<file path="src/rtl/ipft_pkg.sv">
`timescale 1ns / 1ps
// ----------------------------------------------------------------------------
// ipft_pkg
// Types, constants and helpers shared by the IPv4 five-tuple extractor.
// ----------------------------------------------------------------------------
package ipft_pkg;

  // one frame byte as it arrives
  typedef struct packed {
    logic [7:0] data_byte;
    logic       last_byte;
  } in_t;

  // one result per frame
  typedef struct packed {
    logic        frame_ok;
    logic [31:0] source_address;
    logic [31:0] dest_address;
    logic [15:0] source_port;
    logic [15:0] dest_port;
    logic [7:0]  protocol_number;
  } out_t;

  // everything captured from one frame, handed from the front to the back
  typedef struct packed {
    logic [15:0] byte_count;
    logic [15:0] ether_kind;
    logic [3:0]  header_words;
    logic [7:0]  proto_seen;
    logic [31:0] src_addr_seen;
    logic [31:0] dst_addr_seen;
    logic [15:0] src_port_seen;
    logic [15:0] dst_port_seen;
  } summary_t;

  // queue write request
  typedef struct packed {
    logic     valid;
    summary_t data;
  } push_t;

  localparam logic [15:0] EtherTypeIpv4 = 16'h0800;
  localparam logic [7:0]  ProtoTcp      = 8'd6;
  localparam logic [7:0]  ProtoUdp      = 8'd17;
  localparam logic [15:0] EthHdrBytes   = 16'd14;
  localparam logic [15:0] MinIpv4Frame  = 16'd34;
  localparam logic [15:0] TcpHdrBytes   = 16'd20;
  localparam logic [15:0] UdpHdrBytes   = 16'd8;
  localparam logic [15:0] CountMax      = 16'hFFFF;

  // byte positions within the frame
  localparam logic [15:0] PosEtherHi  = 16'd12;
  localparam logic [15:0] PosEtherLo  = 16'd13;
  localparam logic [15:0] PosProto    = 16'd23;
  localparam logic [15:0] PosSrcFirst = 16'd26;
  localparam logic [15:0] PosSrcLast  = 16'd29;
  localparam logic [15:0] PosDstFirst = 16'd30;
  localparam logic [15:0] PosDstLast  = 16'd33;

  // 14 plus four bytes per header word
  function automatic logic [15:0] port_offset(input logic [3:0] words);
    port_offset = EthHdrBytes + {10'd0, words, 2'b00};
  endfunction

endpackage

</file>
<file path="src/rtl/ipft_front.sv">
`timescale 1ns / 1ps
// ----------------------------------------------------------------------------
// ipft_front
// Byte intake: counts frame bytes, captures header fields and pushes a
// frame summary into the queue on the last byte.
// ----------------------------------------------------------------------------
module ipft_front (
  input  logic            clk_i,
  input  logic            rst_ni,
  input  logic            in_valid_i,
  output logic            in_stall_o,
  input  ipft_pkg::in_t   in_data_i,
  input  logic            full_i,
  output ipft_pkg::push_t push_o
);

  ipft_pkg::summary_t st_q, st_d;
  logic               accept;
  logic [15:0]        pos;
  logic [7:0]         b;
  logic [3:0]         words;
  logic [15:0]        toff;

  assign in_stall_o = full_i;
  assign accept     = in_valid_i && !full_i;
  assign pos        = st_q.byte_count;
  assign b          = in_data_i.data_byte;

  // header length is usable on the very byte that carries it
  assign words = (pos == ipft_pkg::EthHdrBytes) ? b[3:0] : st_q.header_words;
  assign toff  = ipft_pkg::port_offset(words);

  always_comb begin
    st_d = st_q;
    if (pos == ipft_pkg::PosEtherHi || pos == ipft_pkg::PosEtherLo) begin
      st_d.ether_kind = {st_q.ether_kind[7:0], b};
    end
    if (pos == ipft_pkg::EthHdrBytes) begin
      st_d.header_words = b[3:0];
    end
    if (pos == ipft_pkg::PosProto) begin
      st_d.proto_seen = b;
    end
    if (pos >= ipft_pkg::PosSrcFirst && pos <= ipft_pkg::PosSrcLast) begin
      st_d.src_addr_seen = {st_q.src_addr_seen[23:0], b};
    end
    if (pos >= ipft_pkg::PosDstFirst && pos <= ipft_pkg::PosDstLast) begin
      st_d.dst_addr_seen = {st_q.dst_addr_seen[23:0], b};
    end
    if (pos >= ipft_pkg::EthHdrBytes) begin
      if (pos == toff || pos == toff + 16'd1) begin
        st_d.src_port_seen = {st_q.src_port_seen[7:0], b};
      end
      if (pos == toff + 16'd2 || pos == toff + 16'd3) begin
        st_d.dst_port_seen = {st_q.dst_port_seen[7:0], b};
      end
    end
    if (pos != ipft_pkg::CountMax) begin
      st_d.byte_count = pos + 16'd1;
    end
  end

  assign push_o.valid = accept && in_data_i.last_byte;
  assign push_o.data  = st_d;

  always_ff @(posedge clk_i or negedge rst_ni) begin
    if (!rst_ni) begin
      st_q <= '0;
    end else if (accept) begin
      if (in_data_i.last_byte) begin
        st_q <= '0;
      end else begin
        st_q <= st_d;
      end
    end
  end

`ifndef NO_ASSERTIONS
  // capture state starts over after every last byte
  assert property (@(posedge clk_i) disable iff (!rst_ni)
    accept && in_data_i.last_byte |=> st_q.byte_count == 16'd0)
    else $error("frame state not cleared after last byte");
`endif

endmodule

</file>
<file path="src/rtl/ipft_queue.sv">
`timescale 1ns / 1ps
// ----------------------------------------------------------------------------
// ipft_queue
// Small queue of frame summaries between intake and result stage.
// ----------------------------------------------------------------------------
module ipft_queue #(
  parameter int unsigned DEPTH = 2
) (
  input  logic               clk_i,
  input  logic               rst_ni,
  input  ipft_pkg::push_t    push_i,
  output logic               full_o,
  output logic               valid_o,
  output ipft_pkg::summary_t data_o,
  input  logic               pop_i
);

  localparam int unsigned PW = $clog2(DEPTH);
  localparam int unsigned CW = $clog2(DEPTH + 1);

  ipft_pkg::summary_t    mem_q [DEPTH];
  logic [PW-1:0]         wr_ptr_q, wr_ptr_d;
  logic [PW-1:0]         rd_ptr_q, rd_ptr_d;
  logic [CW-1:0]         count_q, count_d;
  logic                  do_push, do_pop;

  assign full_o  = (count_q == CW'(DEPTH));
  assign valid_o = (count_q != '0);
  assign data_o  = mem_q[rd_ptr_q];
  assign do_push = push_i.valid && !full_o;
  assign do_pop  = pop_i && valid_o;

  always_comb begin
    wr_ptr_d = wr_ptr_q;
    rd_ptr_d = rd_ptr_q;
    count_d  = count_q;
    if (do_push) begin
      wr_ptr_d = (wr_ptr_q == PW'(DEPTH - 1)) ? '0 : wr_ptr_q + PW'(1);
    end
    if (do_pop) begin
      rd_ptr_d = (rd_ptr_q == PW'(DEPTH - 1)) ? '0 : rd_ptr_q + PW'(1);
    end
    if (do_push && !do_pop) begin
      count_d = count_q + CW'(1);
    end else if (do_pop && !do_push) begin
      count_d = count_q - CW'(1);
    end
  end

  always_ff @(posedge clk_i or negedge rst_ni) begin
    if (!rst_ni) begin
      wr_ptr_q <= '0;
      rd_ptr_q <= '0;
      count_q  <= '0;
    end else begin
      wr_ptr_q <= wr_ptr_d;
      rd_ptr_q <= rd_ptr_d;
      count_q  <= count_d;
    end
  end

  always_ff @(posedge clk_i) begin
    if (do_push) begin
      mem_q[wr_ptr_q] <= push_i.data;
    end
  end

`ifndef NO_ASSERTIONS
  assert property (@(posedge clk_i) disable iff (!rst_ni)
    count_q <= CW'(DEPTH))
    else $error("queue count beyond depth");
  // the intake stalls while full, so no summary is ever dropped
  assert property (@(posedge clk_i) disable iff (!rst_ni)
    push_i.valid |-> !full_o)
    else $error("summary pushed into full queue");
`endif

endmodule

</file>
<file path="src/rtl/ipft_back.sv">
`timescale 1ns / 1ps
// ----------------------------------------------------------------------------
// ipft_back
// Result stage: judges a frame summary and holds the five-tuple in an
// output register until the consumer takes it.
// ----------------------------------------------------------------------------
module ipft_back (
  input  logic               clk_i,
  input  logic               rst_ni,
  input  logic               q_valid_i,
  input  ipft_pkg::summary_t q_data_i,
  output logic               pop_o,
  output logic               out_valid_o,
  input  logic               out_stall_i,
  output ipft_pkg::out_t     out_data_o
);

  logic           out_valid_q;
  ipft_pkg::out_t out_q, out_d;
  logic [15:0]    len;
  logic [15:0]    toff;
  logic           is_tcp, is_udp;
  logic           ok, ported;

  assign len    = q_data_i.byte_count;
  assign toff   = ipft_pkg::port_offset(q_data_i.header_words);
  assign is_tcp = (q_data_i.proto_seen == ipft_pkg::ProtoTcp);
  assign is_udp = (q_data_i.proto_seen == ipft_pkg::ProtoUdp);

  always_comb begin
    ok = (len >= ipft_pkg::EthHdrBytes)
      && (q_data_i.ether_kind == ipft_pkg::EtherTypeIpv4)
      && (len >= ipft_pkg::MinIpv4Frame);
    if (is_tcp) begin
      ok = ok && (len >= toff + ipft_pkg::TcpHdrBytes);
    end else if (is_udp) begin
      ok = ok && (len >= toff + ipft_pkg::UdpHdrBytes);
    end
    ported = ok && (is_tcp || is_udp);
  end

  always_comb begin
    out_d.frame_ok        = ok;
    out_d.source_address  = ok ? q_data_i.src_addr_seen : '0;
    out_d.dest_address    = ok ? q_data_i.dst_addr_seen : '0;
    out_d.source_port     = ported ? q_data_i.src_port_seen : '0;
    out_d.dest_port       = ported ? q_data_i.dst_port_seen : '0;
    out_d.protocol_number = ok ? q_data_i.proto_seen : '0;
  end

  assign pop_o       = q_valid_i && (!out_valid_q || !out_stall_i);
  assign out_valid_o = out_valid_q;
  assign out_data_o  = out_q;

  always_ff @(posedge clk_i or negedge rst_ni) begin
    if (!rst_ni) begin
      out_valid_q <= 1'b0;
    end else if (pop_o) begin
      out_valid_q <= 1'b1;
    end else if (!out_stall_i) begin
      out_valid_q <= 1'b0;
    end
  end

  always_ff @(posedge clk_i) begin
    if (pop_o) begin
      out_q <= out_d;
    end
  end

`ifndef NO_ASSERTIONS
  // a rejected frame carries an all-zero tuple
  assert property (@(posedge clk_i) disable iff (!rst_ni)
    out_valid_q && !out_q.frame_ok |-> out_q.source_address == '0
      && out_q.dest_address == '0 && out_q.protocol_number == '0
      && out_q.source_port == '0 && out_q.dest_port == '0)
    else $error("rejected frame with nonzero fields");
  // ports only for tcp and udp
  assert property (@(posedge clk_i) disable iff (!rst_ni)
    out_valid_q && out_q.protocol_number != ipft_pkg::ProtoTcp
      && out_q.protocol_number != ipft_pkg::ProtoUdp
      |-> out_q.source_port == '0 && out_q.dest_port == '0)
    else $error("ports reported for non-tcp/udp frame");
`endif

endmodule

</file>
<file path="src/rtl/ipv4_five_tuple_extractor.sv">
`timescale 1ns / 1ps
// ----------------------------------------------------------------------------
// ipv4_five_tuple_extractor
// Pulls the IPv4 five-tuple out of an Ethernet frame streamed a byte a cycle.
// ----------------------------------------------------------------------------
// Frame bytes are taken one per cycle while the queue has room, with no gaps
// needed between frames. The intake captures the EtherType, header length,
// protocol, addresses and the two port words as they pass; on the last byte
// a summary goes into a QUEUE_DEPTH-entry queue, and the result stage judges
// it and presents one result per frame from its output register. The input
// stalls only while that queue is full, i.e. when results back up at the output.
// ----------------------------------------------------------------------------
module ipv4_five_tuple_extractor #(
  parameter int unsigned QUEUE_DEPTH = 2
) (
  input  logic           clk_i,
  input  logic           rst_ni,
  input  logic           in_valid_i,
  output logic           in_stall_o,
  input  ipft_pkg::in_t  in_data_i,
  output logic           out_valid_o,
  input  logic           out_stall_i,
  output ipft_pkg::out_t out_data_o
);

  ipft_pkg::push_t    push;
  logic               q_full;
  logic               q_valid;
  ipft_pkg::summary_t q_data;
  logic               q_pop;

  ipft_front u_front (
    .clk_i      (clk_i),
    .rst_ni     (rst_ni),
    .in_valid_i (in_valid_i),
    .in_stall_o (in_stall_o),
    .in_data_i  (in_data_i),
    .full_i     (q_full),
    .push_o     (push)
  );

  ipft_queue #(
    .DEPTH (QUEUE_DEPTH)
  ) u_queue (
    .clk_i   (clk_i),
    .rst_ni  (rst_ni),
    .push_i  (push),
    .full_o  (q_full),
    .valid_o (q_valid),
    .data_o  (q_data),
    .pop_i   (q_pop)
  );

  ipft_back u_back (
    .clk_i       (clk_i),
    .rst_ni      (rst_ni),
    .q_valid_i   (q_valid),
    .q_data_i    (q_data),
    .pop_o       (q_pop),
    .out_valid_o (out_valid_o),
    .out_stall_i (out_stall_i),
    .out_data_o  (out_data_o)
  );

endmodule

</file>
<file path="config.mk">
export PLATFORM = sky130hd
export DESIGN_NAME = ipv4_five_tuple_extractor
export DESIGN_NICKNAME = d
export VERILOG_FILES = /design/src/rtl/ipft_pkg.sv /design/src/rtl/ipft_front.sv /design/src/rtl/ipft_queue.sv /design/src/rtl/ipft_back.sv /design/src/rtl/ipv4_five_tuple_extractor.sv
export SDC_FILE = /design/constraint.sdc
export NUM_CORES = 1
export LEC_CHECK = 0
export BUFFER_PORTS_ARGS = -buffer_cell sky130_fd_sc_hd__buf_4
export CORE_ASPECT_RATIO = 0.6
export CORE_UTILIZATION = 60
export CTS_CLUSTER_DIAMETER = 80
export DETAILED_ROUTE_END_ITERATION = 8
export PLACE_DENSITY = 0.76
export SLEW_MARGIN = 0
export SYNTH_ARGS = -nofsm -noshare
export SYNTH_HDL_FRONTEND = slang
export SYNTH_SLANG_ARGS = --single-unit
</file>
<file path="constraint.sdc">
create_clock -name clk_i -period 10.4 [get_ports clk_i]
set_clock_uncertainty 0.15 [all_clocks]
set_input_delay 1.56 -clock clk_i [delete_from_list [all_inputs] [get_ports clk_i]]
set_output_delay 1.56 -clock clk_i [all_outputs]
set_load 0.05 [all_outputs]
</file>
==> impl_metrics.tcl <==
set metrics [dict create \
    clock.fmax_mhz 166 \
    wl_per_cell_microns 22.6 \
    antenna-diode-count 0 \
    drt_pass1_iterations 5 \
    via_per_inst 6.26 \
    ctsHoldBuffers 0 \
    clk_latency_ns 0.58 \
    synth_area_sq_mm 0.0220 \
    drc_errors 0 \
    area_growth_pct 12.9 \
    post_cts_buffers 0 \
    port_buffers 119 \
    hold_slack_ns 0.331 \
    dieWidth_microns 249 \
    total_power_mw 5.96 \
    clk_pin_slew_ns 0.06 \
    numClockSinks 528 \
    synth-seq-cells 528 \
    die-area_sq_mm 0.0374 \
    critical_path.max_fanout 61 \
    vdd_drop_max_mv 0.221 \
    maxCapViolCount 0 \
    finalSetupViolations 0 \
    place_hpwl_microns 30400 \
    netlist_instances 1552 \
    worst_slew_margin_rel_pct 19.1 \
    leakage_nw 9.96 \
    grtUsageTotal_pct 26.3 \
    slew_violations 0 \
    rsz0062_at_grt "no" \
    gr-total-overflow 0 \
    fin_crit_ns 6.01 \
    cts-root-buf "clkbuf_16" \
    fin_tns_setup_ns 0 \
    outcome "finished, final reports clean" \
    worst_setup_path_end_kind "register" \
    synth_edf_count 383 \
    grt_pass1_wl_microns 74900 \
    hold_path_class "register to register" \
    startpoint_type "register" \
    die_h_microns 150 \
    synthArstFlopShare_pct 27.5 \
    post-route-period-util_pct 57.8 \
    drive_above_1_share_pct 18.9 \
    final_nets 1681 \
    criticalPathCategory "register to register" \
    yosysSeqAreaShare_pct 68.8 \
    ios 120 \
    tritoncts "built" \
    num_vias 13500 \
    worstPathArrival_ns 6.13 \
    drt-total-wl_microns 48700 \
    drt_iter0_markers 1413 \
    cp.required_ns 10.51 \
    rows 53 \
    tightest_slew_ns 1.21 \
    cts_max_path_buffers 3 \
    initial_utilization_pct 61.9 \
    yosysUniqueCellTypes 64 \
    power_density_mw_per_mm2 240 \
    avgSynthCellArea_sq_um 14.2 \
    ys_warn_count 0 \
    htreeDepth 2 \
    place_congestion 0.864 \
    cts_inserted_buffers 46 \
    antenna_found_initial 1 \
    grt_max_degree 95 \
    finalHoldViolCount 0 \
    synth_top_flop_cell "edfxtp_1" \
    cts_resized 0 \
    coreArea_sq_mm 0.0355 \
    syn_nets 1586 \
    first_global_vias 12800 \
    final_antenna_net_count 0 \
]
## final timing paths
path                                         to  depth (start not counted)              start  slack (ns)
max                        u_back.out_data_o[8]                         16   u_queue.rd_ptr_q        4.39
max in group asynchronous      u_queue.rd_ptr_q                          2             rst_ni        7.90
min reg2reg                   u_front.st_q[123]                          2  u_front.st_q[123]        0.33
max reg2reg                u_back.out_data_o[8]                         16   u_queue.rd_ptr_q        4.39
min                           u_front.st_q[123]                          2  u_front.st_q[123]        0.33
min in group asynchronous      u_front.st_q[45]                          1             rst_ni        0.92
## layer usage
metal / vias up / GRT usage [%] / routed length (microns)
li1: 6020 / - / -
met1: 6790 / 41.6 / 22800
met2: 592 / 37.6 / 21200
met3: 64 / 5.12 / 4020
met4: 0 / 5.71 / 636
met5: - / 0 / 0
## synthesized netlist by cell type (11+ instances only)
master    number  area [sq um]
nor4_1        16           100
ha_1          21           263
a32oi_1       15           131
mux2i_1      112          1120
a22o_1       110           963
mux2_2        88           991
xnor2_1       17           149
nor2_1       106           398
and3_1        14          87.6
dfrtp_1      145          3630
inv_1         19          71.3
a21oi_1       23           115
clkbuf_1      73           274
edfxtp_1     383         11500
nand2b_1      25           156
nor2b_1       11          68.8
o21ai_0       46           230
nor3_1        41           205
nand3_1       12          60.1
nand2_1      160           601
## power breakdown
group | switching [mW] | internal, mW
logic | 1.08 | 0.444
registers | 0.116 | 2.60
clock network | 0.752 | 0.978
## per-stage QoR
stage / cell area (sq um) / std cells / worst slack (ns) / util [%]
2_1_floorplan: 22000 / 1552 / 1.05 / -
3_3_place_gp: 23300 / 2066 / 4.55 / 65.6
3_5_place_dp: 23300 / 2066 / 4.37 / 65.6
4_1_cts: 24800 / 2152 / 4.36 / 69.9
5_1_grt: 24800 / 2152 / 3.96 / 69.9
6_report: 24800 / 2152 / 4.39 / 69.9
## flip-flops by register name (all words and copies together), names as in the netlist
register and cells:
u_back.out_data_o 105, u_back.out_valid_o 1, u_front.pos 16, u_front.st_q 124, u_queue.count_q 2, u_queue.mem_q 278, u_queue.rd_ptr_q 1, u_queue.wr_ptr_q 1
## worst max-delay path, cell delays in order, from the launching register on
cell      delay (ns)
dfrtp_4         0.70
buf_4           0.77
mux2i_1         0.49
ha_1            0.31
xor2_1          0.31
inv_1           0.08
ha_1            0.22
a21oi_1         0.16
xor2_1          0.18
ha_1            0.26
a21o_1          0.16
a21oi_1         0.13
o21ai_0         0.10
o211ai_1        0.29
a2bb2o_4        0.53
buf_4           0.60
nor3_1          0.17
## area by class of cell
class | instances | area, sq um
multi-input cells | 911 | 6460
flip-flops and latches | 528 | 15100
inverters | 19 | 73.8
repair buffers | 141 | 1060
well taps | 467 | 584
fillers | 2371 | 10700
clock buffers | 64 | 1300
clock inverters | 22 | 221
## logic make-up after synthesis
logic type	count (synthesis)	share of synthesized area, %
buffers and inverters	113	2.05
DFF	528	68.8
adders and majority gates	21	1.19
xor gates and xnor gates	23	0.916
AOI/OAI and AO/OA	241	8.34
muxes	200	9.60
and+or+nand+nor	426	9.10
## cells in the final DEF (no fill, tap or decap), types with 10 or more instances in the layout
master,Yosys,final
a21oi_1,23,23
a22o_1,110,110
a32oi_1,15,15
and3_1,14,13
buf_4,2,140
clkbuf_1,73,11
clkbuf_16,0,47
clkinv_2,0,10
dfrtp_1,145,144
edfxtp_1,383,383
ha_1,21,21
inv_1,19,18
mux2_2,88,88
mux2i_1,112,112
nand2_1,160,160
nand2b_1,25,25
nand3_1,12,12
nor2_1,106,105
nor2b_1,11,11
nor3_1,41,40
nor4_1,16,15
o21ai_0,46,44
o31ai_1,10,10
xnor2_1,17,17
No activity file was read; power rests on OpenSTA's default activity.
